File: src/sv/websocket_frame_deframer_assert.svh
// assertion macros for the websocket frame deframer
`ifndef WEBSOCKET_FRAME_DEFRAMER_ASSERT_SVH
`define WEBSOCKET_FRAME_DEFRAMER_ASSERT_SVH

`ifndef SYNTHESIS

`define WSFD_ASSERT_NOW(lbl, clk, rst, ante, cons) \
  lbl: assert property (@(posedge clk) disable iff (rst) (ante) |-> (cons)) \
    else $error("wsfd assertion failed");

`define WSFD_ASSERT_NEXT(lbl, clk, rst, ante, cons) \
  lbl: assert property (@(posedge clk) disable iff (rst) (ante) |=> (cons)) \
    else $error("wsfd assertion failed");

`else

`define WSFD_ASSERT_NOW(lbl, clk, rst, ante, cons)
`define WSFD_ASSERT_NEXT(lbl, clk, rst, ante, cons)

`endif

`endif

File: src/sv/wsfd_pkg.sv
// shared constants of the websocket frame deframer
`timescale 1ns / 1ps

package wsfd_pkg;

  localparam int unsigned LIMIT_W = 63;
  localparam int unsigned LEN_W   = 64;

  localparam logic [LIMIT_W-1:0] MAX_BYTES_DEFAULT = 63'd16777216;

  localparam logic [3:0] OP_CONT  = 4'h0;
  localparam logic [3:0] OP_TEXT  = 4'h1;
  localparam logic [3:0] OP_BIN   = 4'h2;
  localparam logic [3:0] OP_CLOSE = 4'h8;
  localparam logic [3:0] OP_PING  = 4'h9;
  localparam logic [3:0] OP_PONG  = 4'hA;

  localparam logic [2:0] KIND_TEXT  = 3'd0;
  localparam logic [2:0] KIND_BIN   = 3'd1;
  localparam logic [2:0] KIND_PING  = 3'd2;
  localparam logic [2:0] KIND_CLOSE = 3'd3;
  localparam logic [2:0] KIND_FAIL  = 3'd4;

  localparam logic [1:0] CODE_NONE  = 2'd0;
  localparam logic [1:0] CODE_PROTO = 2'd1;
  localparam logic [1:0] CODE_BIG   = 2'd2;

  localparam logic [6:0] LEN16_CODE = 7'd126;
  localparam logic [6:0] LEN64_CODE = 7'd127;
  localparam logic [6:0] CTRL_MAX   = 7'd125;
  localparam logic [15:0] LEN16_MIN = 16'd126;

endpackage

File: src/sv/websocket_frame_deframer.sv
// websocket frame deframer: header parse, unmasking and frame checks in one pass
// Takes one received byte per transaction on the slave side and gives at most one
// result per byte on the master side. Every byte is processed in the cycle it is
// accepted and its result lands in a single output register, so the block sustains
// one byte per cycle; the input stalls only while that output register holds a
// result the consumer has not yet taken. Frame headers of 2 to 14 bytes give no
// result except on failure or for an empty non-pong frame. Non-pong payload bytes are
// unmasked and streamed with their kind; a message that later ends in a failure result
// (kind 4, close code 1 for 1002 or 2 for 1009) must be discarded by the consumer. After
// a failure or a received close the block keeps accepting bytes and drops them. The user
// writes the length limit via cfg_we/cfg_data while no frame is in flight; not enforced.
`timescale 1ns / 1ps
`include "websocket_frame_deframer_assert.svh"

module websocket_frame_deframer (
  input  logic                         clk,
  input  logic                         rst,
  input  logic                         cfg_we,
  input  logic [wsfd_pkg::LIMIT_W-1:0] cfg_data,       // max_payload_bytes
  input  logic                         s_axis_tvalid,
  output logic                         s_axis_tready,
  input  logic [7:0]                   s_axis_tdata,   // rx_byte
  output logic                         m_axis_tvalid,
  input  logic                         m_axis_tready,
  output logic [15:0]                  m_axis_tdata,   // payload_byte, message_end, fail_code
  output logic [3:0]                   m_axis_tuser,   // has_byte, frame_kind
  output logic                         m_axis_tlast    // frame_end
);

  typedef enum logic [2:0] {
    PH_HDR0,
    PH_HDR1,
    PH_EXT,
    PH_MASK,
    PH_DATA,
    PH_CLOSED
  } phase_t;

  phase_t                       phase, phase_next;
  logic [3:0]                   header_index, header_index_next;
  logic                         frame_fin, frame_fin_next;
  logic [3:0]                   frame_opcode, frame_opcode_next;
  logic [6:0]                   length_code, length_code_next;
  logic                         frame_masked, frame_masked_next;
  logic [wsfd_pkg::LEN_W-1:0]   remaining_length, remaining_length_next;
  logic [31:0]                  mask_key, mask_key_next;
  logic [1:0]                   mask_position, mask_position_next;
  logic                         in_fragment, in_fragment_next;
  logic                         message_is_binary, message_is_binary_next;
  logic [wsfd_pkg::LEN_W-1:0]   message_length, message_length_next;
  logic                         header_fault, header_fault_next;
  logic [wsfd_pkg::LIMIT_W-1:0] max_payload_bytes;

  logic       out_valid;
  logic [7:0] out_byte;
  logic       out_has;
  logic [2:0] out_kind;
  logic       out_fend;
  logic       out_mend;
  logic [1:0] out_code;

  logic       res_valid;
  logic [7:0] res_byte;
  logic       res_has;
  logic [2:0] res_kind;
  logic       res_fend;
  logic       res_mend;
  logic [1:0] res_code;

  logic                       accept;
  logic [wsfd_pkg::LEN_W-1:0] limit_ext;
  logic [wsfd_pkg::LEN_W-1:0] hdr_len;
  logic                       len_bad;
  logic                       len_over;
  logic                       msg_over;
  logic [wsfd_pkg::LEN_W-1:0] msg_sum;
  logic                       frag_bad;
  logic [7:0]                 key_byte;
  logic [7:0]                 data_out;
  logic [2:0]                 cur_kind;
  logic                       ext_done;
  logic                       do_finish;
  logic [7:0]                 fin_byte;
  logic                       fin_has;
  logic                       op_ok;

  assign s_axis_tready = !out_valid || m_axis_tready;
  assign accept        = s_axis_tvalid && s_axis_tready;

  assign m_axis_tvalid = out_valid;
  assign m_axis_tdata  = {5'd0, out_code, out_mend, out_byte};
  assign m_axis_tuser  = {out_kind, out_has};
  assign m_axis_tlast  = out_fend;

  always_comb begin
    limit_ext = {1'b0, max_payload_bytes};

    // header length as the frame declares it
    if (length_code == wsfd_pkg::LEN16_CODE || length_code == wsfd_pkg::LEN64_CODE) begin
      hdr_len = remaining_length;
    end else begin
      hdr_len = {57'd0, length_code};
    end

    len_bad = header_fault;
    if (length_code == wsfd_pkg::LEN16_CODE) begin
      if (hdr_len[15:0] < wsfd_pkg::LEN16_MIN) len_bad = 1'b1;
    end else if (length_code == wsfd_pkg::LEN64_CODE) begin
      if (hdr_len[63] || hdr_len[63:16] == 48'd0) len_bad = 1'b1;
    end
    if (frame_opcode[3] &&
        (!frame_fin || (|hdr_len[63:7]) || hdr_len[6:0] > wsfd_pkg::CTRL_MAX)) begin
      len_bad = 1'b1;
    end

    len_over = hdr_len > limit_ext;
    msg_over = message_length > limit_ext;
    msg_sum  = message_length + hdr_len;
    frag_bad = (frame_opcode == wsfd_pkg::OP_CONT) ? !in_fragment : in_fragment;

    case (mask_position)
      2'd0:    key_byte = mask_key[31:24];
      2'd1:    key_byte = mask_key[23:16];
      2'd2:    key_byte = mask_key[15:8];
      default: key_byte = mask_key[7:0];
    endcase
    data_out = s_axis_tdata ^ key_byte;

    case (frame_opcode)
      wsfd_pkg::OP_TEXT:  cur_kind = wsfd_pkg::KIND_TEXT;
      wsfd_pkg::OP_BIN:   cur_kind = wsfd_pkg::KIND_BIN;
      wsfd_pkg::OP_CONT:  cur_kind = message_is_binary ? wsfd_pkg::KIND_BIN
                                                       : wsfd_pkg::KIND_TEXT;
      wsfd_pkg::OP_CLOSE: cur_kind = wsfd_pkg::KIND_CLOSE;
      default:            cur_kind = wsfd_pkg::KIND_PING;
    endcase

    ext_done = (length_code == wsfd_pkg::LEN16_CODE) ? (header_index == 4'd1)
                                                     : (header_index == 4'd7);

    op_ok = (s_axis_tdata[3:0] inside {wsfd_pkg::OP_CONT, wsfd_pkg::OP_TEXT,
                                       wsfd_pkg::OP_BIN, wsfd_pkg::OP_CLOSE,
                                       wsfd_pkg::OP_PING, wsfd_pkg::OP_PONG});

    phase_next             = phase;
    header_index_next      = header_index;
    frame_fin_next         = frame_fin;
    frame_opcode_next      = frame_opcode;
    length_code_next       = length_code;
    frame_masked_next      = frame_masked;
    remaining_length_next  = remaining_length;
    mask_key_next          = mask_key;
    mask_position_next     = mask_position;
    in_fragment_next       = in_fragment;
    message_is_binary_next = message_is_binary;
    message_length_next    = message_length;
    header_fault_next      = header_fault;

    res_valid = 1'b0;
    res_byte  = 8'd0;
    res_has   = 1'b0;
    res_kind  = wsfd_pkg::KIND_TEXT;
    res_fend  = 1'b0;
    res_mend  = 1'b0;
    res_code  = wsfd_pkg::CODE_NONE;

    do_finish = 1'b0;
    fin_byte  = 8'd0;
    fin_has   = 1'b0;

    if (accept) begin
      case (phase)
        PH_HDR0: begin
          frame_fin_next    = s_axis_tdata[7];
          frame_opcode_next = s_axis_tdata[3:0];
          header_fault_next = (s_axis_tdata[6:4] != 3'd0) || !op_ok;
          phase_next        = PH_HDR1;
        end
        PH_HDR1: begin
          frame_masked_next     = s_axis_tdata[7];
          length_code_next      = s_axis_tdata[6:0];
          remaining_length_next = '0;
          header_index_next     = 4'd0;
          mask_key_next         = 32'd0;
          if (!s_axis_tdata[7]) header_fault_next = 1'b1;
          if (s_axis_tdata[6:0] == wsfd_pkg::LEN16_CODE ||
              s_axis_tdata[6:0] == wsfd_pkg::LEN64_CODE) begin
            phase_next = PH_EXT;
          end else if (s_axis_tdata[7]) begin
            phase_next = PH_MASK;
          end else begin
            // unmasked header ends here, always a protocol error
            phase_next = PH_CLOSED;
            res_valid  = 1'b1;
            res_kind   = wsfd_pkg::KIND_FAIL;
            res_code   = wsfd_pkg::CODE_PROTO;
          end
        end
        PH_EXT: begin
          remaining_length_next = {remaining_length[55:0], s_axis_tdata};
          header_index_next     = header_index + 4'd1;
          if (ext_done) begin
            header_index_next = 4'd0;
            if (frame_masked) begin
              phase_next = PH_MASK;
            end else begin
              phase_next = PH_CLOSED;
              res_valid  = 1'b1;
              res_kind   = wsfd_pkg::KIND_FAIL;
              res_code   = wsfd_pkg::CODE_PROTO;
            end
          end
        end
        PH_MASK: begin
          mask_key_next     = {mask_key[23:0], s_axis_tdata};
          header_index_next = header_index + 4'd1;
          if (header_index == 4'd3) begin
            if (len_bad) begin
              phase_next = PH_CLOSED;
              res_valid  = 1'b1;
              res_kind   = wsfd_pkg::KIND_FAIL;
              res_code   = wsfd_pkg::CODE_PROTO;
            end else if (len_over) begin
              phase_next = PH_CLOSED;
              res_valid  = 1'b1;
              res_kind   = wsfd_pkg::KIND_FAIL;
              res_code   = wsfd_pkg::CODE_BIG;
            end else begin
              if (frame_opcode == wsfd_pkg::OP_CONT && in_fragment) begin
                message_length_next = msg_sum;
              end else if ((frame_opcode == wsfd_pkg::OP_TEXT ||
                            frame_opcode == wsfd_pkg::OP_BIN) && !in_fragment) begin
                message_is_binary_next = (frame_opcode == wsfd_pkg::OP_BIN);
                message_length_next    = hdr_len;
              end
              remaining_length_next = hdr_len;
              mask_position_next    = 2'd0;
              header_index_next     = 4'd0;
              if (hdr_len == '0) begin
                do_finish = 1'b1;
              end else begin
                phase_next = PH_DATA;
              end
            end
          end
        end
        PH_DATA: begin
          mask_position_next    = mask_position + 2'd1;
          remaining_length_next = remaining_length - 64'd1;
          if (remaining_length == 64'd1) begin
            do_finish = 1'b1;
            fin_byte  = data_out;
            fin_has   = 1'b1;
          end else if (frame_opcode != wsfd_pkg::OP_PONG) begin
            res_valid = 1'b1;
            res_byte  = data_out;
            res_has   = 1'b1;
            res_kind  = cur_kind;
          end
        end
        default: begin
        end
      endcase
    end

    if (do_finish) begin
      case (frame_opcode)
        wsfd_pkg::OP_PONG: begin
          phase_next = PH_HDR0;
        end
        wsfd_pkg::OP_CLOSE: begin
          phase_next = PH_CLOSED;
          res_valid  = 1'b1;
          res_byte   = fin_byte;
          res_has    = fin_has;
          res_kind   = wsfd_pkg::KIND_CLOSE;
          res_fend   = 1'b1;
        end
        wsfd_pkg::OP_PING: begin
          phase_next = PH_HDR0;
          res_valid  = 1'b1;
          res_byte   = fin_byte;
          res_has    = fin_has;
          res_kind   = wsfd_pkg::KIND_PING;
          res_fend   = 1'b1;
        end
        default: begin
          res_valid = 1'b1;
          if (frag_bad) begin
            phase_next = PH_CLOSED;
            res_kind   = wsfd_pkg::KIND_FAIL;
            res_code   = wsfd_pkg::CODE_PROTO;
          end else if (frame_opcode == wsfd_pkg::OP_CONT && msg_over) begin
            phase_next = PH_CLOSED;
            res_kind   = wsfd_pkg::KIND_FAIL;
            res_code   = wsfd_pkg::CODE_BIG;
          end else begin
            phase_next       = PH_HDR0;
            in_fragment_next = !frame_fin;
            res_byte         = fin_byte;
            res_has          = fin_has;
            res_kind         = cur_kind;
            res_fend         = 1'b1;
            res_mend         = frame_fin;
          end
        end
      endcase
    end
  end

  always_ff @(posedge clk) begin
    if (rst) begin
      phase             <= PH_HDR0;
      header_index      <= 4'd0;
      frame_fin         <= 1'b0;
      frame_opcode      <= wsfd_pkg::OP_CONT;
      length_code       <= 7'd0;
      frame_masked      <= 1'b0;
      remaining_length  <= '0;
      mask_key          <= 32'd0;
      mask_position     <= 2'd0;
      in_fragment       <= 1'b0;
      message_is_binary <= 1'b0;
      message_length    <= '0;
      header_fault      <= 1'b0;
      max_payload_bytes <= wsfd_pkg::MAX_BYTES_DEFAULT;
      out_valid         <= 1'b0;
    end else begin
      phase             <= phase_next;
      header_index      <= header_index_next;
      frame_fin         <= frame_fin_next;
      frame_opcode      <= frame_opcode_next;
      length_code       <= length_code_next;
      frame_masked      <= frame_masked_next;
      remaining_length  <= remaining_length_next;
      mask_key          <= mask_key_next;
      mask_position     <= mask_position_next;
      in_fragment       <= in_fragment_next;
      message_is_binary <= message_is_binary_next;
      message_length    <= message_length_next;
      header_fault      <= header_fault_next;
      if (cfg_we) begin
        max_payload_bytes <= cfg_data;
      end
      if (accept) begin
        out_valid <= res_valid;
      end else if (m_axis_tready) begin
        out_valid <= 1'b0;
      end
    end
    if (accept) begin
      out_byte <= res_byte;
      out_has  <= res_has;
      out_kind <= res_kind;
      out_fend <= res_fend;
      out_mend <= res_mend;
      out_code <= res_code;
    end
  end

  // a failure result carries no byte and ends no frame
  `WSFD_ASSERT_NOW(a_fail_shape, clk, rst, out_valid && out_code != wsfd_pkg::CODE_NONE, out_kind == wsfd_pkg::KIND_FAIL && !out_has && !out_fend && !out_mend)

  // a closed connection never reopens
  `WSFD_ASSERT_NEXT(a_closed_sticks, clk, rst, phase == PH_CLOSED, phase == PH_CLOSED)

  // payload phase always has bytes left
  `WSFD_ASSERT_NOW(a_data_left, clk, rst, phase == PH_DATA, remaining_length != '0)

  // message end only at the end of a data frame
  `WSFD_ASSERT_NOW(a_mend_kind, clk, rst, out_valid && out_mend, out_fend && (out_kind == wsfd_pkg::KIND_TEXT || out_kind == wsfd_pkg::KIND_BIN))

endmodule
File: config.mk
export PLATFORM = sky130hd
export DESIGN_NAME = websocket_frame_deframer
export DESIGN_NICKNAME = d
export VERILOG_FILES = /design/src/sv/wsfd_pkg.sv /design/src/sv/websocket_frame_deframer.sv
export VERILOG_INCLUDE_DIRS = /design/src /design/src/sv
export SDC_FILE = /design/constraint.sdc
export NUM_CORES = 1
export LEC_CHECK = 0
export ABC_CLOCK_PERIOD_IN_PS = 6400
export BUFFER_PORTS_ARGS = -buffer_cell sky130_fd_sc_hd__buf_2
export CAP_MARGIN = 20
export CORE_MARGIN = 3
export CORE_UTILIZATION = 25
export DETAILED_ROUTE_END_ITERATION = 7
export MAX_ROUTING_LAYER = met4
export PLACE_DENSITY = 0.38
export SYNTH_ARGS = -nofsm -noshare
export SYNTH_HDL_FRONTEND = slang
export SYNTH_SLANG_ARGS = --single-unit
File: constraint.sdc
create_clock -name clk -period 6.4 [get_ports clk]
set_clock_uncertainty 0.2 [all_clocks]
set_input_delay 0.32 -clock clk [delete_from_list [all_inputs] [get_ports clk]]
set_output_delay 0.32 -clock clk [all_outputs]
set_load 0.01 [all_outputs]
After elaboration in Yosys (flattened, before gate mapping). Cells that the tools add are included.

Bitwise logic cells: 8. Reduce and logical (&&, ||, !) cells: 50. Shifts and indexed selects: 0. Add/sub/neg operators: 4. Muxes and demuxes: 108. Div/mod/pow operators: 0. Eq/ne operators: 32. Multipliers: 0. $lt $le $gt $ge: 4.

Operators with widths (number): 2-to-1 mux 64 bit (6); case mux 64 bit (4 select lines) (1); greater-than comparator 64 x 63 -> 1 bit (2); 2-to-1 mux 3 bit (24); adder 64 bit (1); equality test 64 x 1 -> 1 bit, second input constant (1); zero test 64 bit (1); 2-to-1 mux 8 bit (8); case mux 32 bit (2 select lines) (1); subtractor 64 x 1 -> 64 bit, second input constant (1); OR reduction 57 bit (1); zero test 48 bit (1); 2-to-1 mux 1 bit (39); equality test 7 bit, second input constant (4); equality test 4 bit, second input constant (6); case mux 3 bit (4 select lines) (2); case mux 8 bit (3 select lines) (1); 2-to-1 mux 2 bit (10); less-than comparator 16 x 7 -> 1 bit, second input constant (1); 2-to-1 mux 4 bit (4); case mux 8 bit (2 select lines) (1); AND reduction 5 bit (3); equality test 4 x 1 -> 1 bit, second input constant (3); equality test 4 x 2 -> 1 bit, second input constant (3); 42 further kinds (81).

Logic and storage cells: 227. Memories kept: 0. Flip-flop bits (word level): 265. Output and inout port bits: 23. RAM bits: 0. Input bits: 76. ROM bits: 0. Bits in latches: 0.

Logic depth before layout (Yosys ltp).
Word-level depth: 16. Mapped depth: 21. Depth with buffers taken out: 16.

Least setup slack after synthesis. No wires, ideal clock.

Path type: reg2reg. Start point: register length_code[4]. End point: register message_length[62] (netlist bit). Setup time: 0.101 ns. Buffers on the path: 4. Data arrival time: 4.305 ns. Data required time: 6.099 ns. Cell stages (with the launch flop): 19. Slack: 1.794 ns. Cells stage by stage: dfxtp_1 > and4_1 > and3_1 > clkbuf_1 > clkbuf_1 > clkbuf_1 > and2_1 > ha_1 > clkbuf_1 > nand4_1 > or2_2 > a2111oi_0 > o21a_1 > o2111ai_1 > o21ai_0 > a21boi_0 > o21a_1 > o31a_1 > o41ai_1.

Word-level cells in the longest chain between the ends: 11. Elaborated cells between the ends (all ways): 24.

RTL lines: start, declared (RTL line websocket_frame_deframer.sv:43) `logic [6:0] length_code, length_code_next;`; start signal, assigned (RTL line websocket_frame_deframer.sv:333) `length_code <= length_code_next;`; branches (longest 11 deep; another with less-than comparator 16 x 7 -> 1 bit); end signal, assigned (RTL line websocket_frame_deframer.sv:340) `message_length <= message_length_next;`; end, declared (RTL line websocket_frame_deframer.sv:50) `logic [wsfd_pkg::LEN_W-1:0] message_length, message_length_next;`.

Parallel ways; which one is timed is not known. The select of a mux whose other input is x is not followed. A chain may end at the register's enable or synchronous reset.

Worst setup path in the final report.
Start point: register length_code[4]. End point: register remaining_length[23] (netlist bit).

Word-level cells in the longest chain between the ends: 11. Elaborated cells between the ends (all ways): 25.

RTL lines: branches (longest 11 deep; another with less-than comparator 16 x 7 -> 1 bit); end signal, assigned (RTL line websocket_frame_deframer.sv:335) `remaining_length <= remaining_length_next;`; end, declared (RTL line websocket_frame_deframer.sv:45) `logic [wsfd_pkg::LEN_W-1:0] remaining_length, remaining_length_next;`.

Parallel ways; which one is timed is not known. The select of a mux whose other input is x is not followed.

==> impl_metrics.tcl <==
set metrics [dict create \
    crit_arrival_ps 6300 \
    avgSynthCellArea_um2 7.84 \
    grt_pass1_wl_um 119000 \
    via_per_inst 5.25 \
    finalHoldViolations 0 \
    clockBufferDepth 3 \
    worstSetupStartpoint "length_code[4]" \
    synth_top_area_cell "dfxtp_1" \
    drive_above_1_share 0.0821 \
    report.final.slew_viol_count 0 \
    die_area_mm2 0.0847 \
    power_density_mw_per_mm2 199 \
    r2r_setup_slack_ps 310 \
    final_nets 2950 \
    drtAntennaViolNets 0 \
    grt_setup_unrepaired "false" \
    clk_latency_ps 570 \
    r2r_end "remaining_length[23]" \
    finalCritPeriodShare 0.952 \
    syn_area_mm2 0.0203 \
    hpwl_um 56800 \
    ys_seq_elements 265 \
    antenna_found_initial 1 \
    dieWidth_um 291 \
    gp_congestion 0.883 \
    fin_cells 3757 \
    vdd_ir_drop_max_mv 0.149 \
    drt_pre_antenna_iters 5 \
    cts_tree "built" \
    post-synth-top-count-cell "nor2_1" \
    cts-buffers-inserted 38 \
    area_growth_pct 17.7 \
    ys_top_cells_by_area "dfxtp_1 (25%), ha_1 (12%), mux2i_1 (8.3%)" \
    synth-async-reset-ratio 0 \
    synth-edff-count 16 \
    fin_setup_tns_ps 0 \
    io_pins 99 \
    grt_pass1_vias 19423 \
    wl_um 76600 \
    placed_cells 3605 \
    synthFlopType "dfxtp_1" \
    postCtsSetupRepairBufs 0 \
    path_clk_slew_ps 60 \
    synth_warnings 0 \
    fp.coreArea_mm2 0.0798 \
    initial_core_util 0.255 \
    synth.top_cell.area_share 0.245 \
    worstSetupEndpointType "flop" \
    ys_seq_area_frac 0.269 \
    critPathKind "flop to flop" \
    grt.overflow.total 0 \
    num_vias 19722 \
    drt_drc_violations_left 0 \
    drv_cap 0 \
    setup_viol 0 \
    cts_root_buf "clkbuf_16" \
    synth_cells 2589 \
    row_count 103 \
    port_buffers 93 \
    drt_iter0_drc 1362 \
    synth.distinct_cells 78 \
    crit_fanout 107 \
    min_period_ps 6090 \
    die_h_um 291 \
    hold_class "primary input to flop" \
    worst_pin_slew_ps 1280 \
    cts_htree_levels 2 \
    startpoint_type "flop" \
    relSlewSlack 0.122 \
    power_leakage_nw 9.75 \
    critPathRequiredTime_ps 6610 \
    status "completed" \
    synth_top_cells_by_count "nor2_1 (296), dfxtp_1 (249), nand2_1 (221)" \
    clock.fmax_ghz 0.164 \
    crit_end "remaining_length[23]" \
    cts.sinks 265 \
    r2r.worst_path.cells 16 \
    worstHoldStart "cfg_we" \
    grt_use_total 0.181 \
    r2r_start "length_code[4]" \
    grt_max_degree 108 \
    avgRoutedWirePerCell_um 20.4 \
]
## area by class of cell
class	instances	area (µm²)
fill	8492	55900
multi-input combinational	2060	13900
sequential	265	5470
timing repair buffer	212	1610
tap	1050	1310
clock buffer	55	1070
inverter	99	372
clock inverter	14	186
antenna	2	5.00
## stage by stage
stage	hold WS [ps]	area [µm²]	power (mW)	setup WS, ps	util
2_1_floorplan	249	20300	2.29	1790	-
3_3_place_gp	280	21800	2.55	3.47	0.273
3_5_place_dp	283	21800	2.56	91.0	0.273
4_1_cts	54.1	23900	4.85	45.2	0.299
5_1_grt	89.8	23900	4.99	220	0.300
6_report	76.4	23900	4.75	306	0.300
## what timing repair did
item	in CTS	in global routing
setup endpoints to repair	0	138
endpoints found under the hold margin	101	0
hold buffers	81	0
resized for setup	0	5
## metal layers
metal | part of all wire | global-route usage
met1 | 0.47 | 0.242
met2 | 0.46 | 0.285
met3 | 0.049 | 0.0263
met4 | 0.025 | 0.0486
met5 | 0 | -
## critical path, stage by stage (launching register included)
cell	delay [ps]
dfxtp_1	400
and4_1	310
nand3_1	400
o21ai_1	450
inv_1	190
ha_1	330
nand3_1	90
a211o_1	140
a21oi_1	80
a2111oi_0	1090
a2111oi_1	340
or3_1	610
o31ai_4	330
buf_12	400
o21ai_0	190
a22oi_1	230
nor2_1	60
## how the worst min path moves through the flow
stage	slack [ps]	depth (start not counted)	endpoint
after floorplan	250	2	message_length[0]
after global placement	280	2	max_payload_bytes[62]
after detailed placement	280	2	max_payload_bytes[6]
after CTS	50	3	max_payload_bytes[40]
after global routing	90	3	max_payload_bytes[40]
final	80	3	max_payload_bytes[40]
## cells in the final DEF (no fill, tap or decap), types with 58 or more instances in the layout
master / instances
nor2_1: 295
dfxtp_1: 248
nand2_1: 220
ha_1: 196
a21oi_1: 178
mux2i_1: 168
o21ai_0: 143
inv_1: 99
buf_2: 91
dlygate4sd3_1: 81
a22oi_1: 79
nand3_1: 59
and2_1: 58
## power breakdown
group / switching [mW] / total (mW) / internal, mW
registers: 0.0594 / 1.77 / 1.71
clock network: 0.859 / 2.19 / 1.33
logic: 0.505 / 0.788 / 0.283
total: 1.42 / 4.75 / 3.32
## state kept, by name, indices dropped and copies added, names as in the netlist, 2 cells and up
name	count
frame_opcode	4
header_index	4
length_code	7
mask_key	32
mask_position	2
max_payload_bytes	63
message_length	64
out_byte	8
out_code	2
out_kind	3
phase	3
remaining_length	64
## cells by family (layout without fill, tap and decap cells)
family | after synthesis | in the layout | synth area share
other cells | 1 | 7 | 0.000185
flops | 265 | 265 | 0.269
mux | 171 | 171 | 0.0845
simple gates | 893 | 893 | 0.209
xor+xnor | 68 | 68 | 0.0293
compound gates | 725 | 725 | 0.233
buf+inv | 268 | 380 | 0.0516
fa+ha+maj | 198 | 198 | 0.122
(Power assumes the default switching activity.)
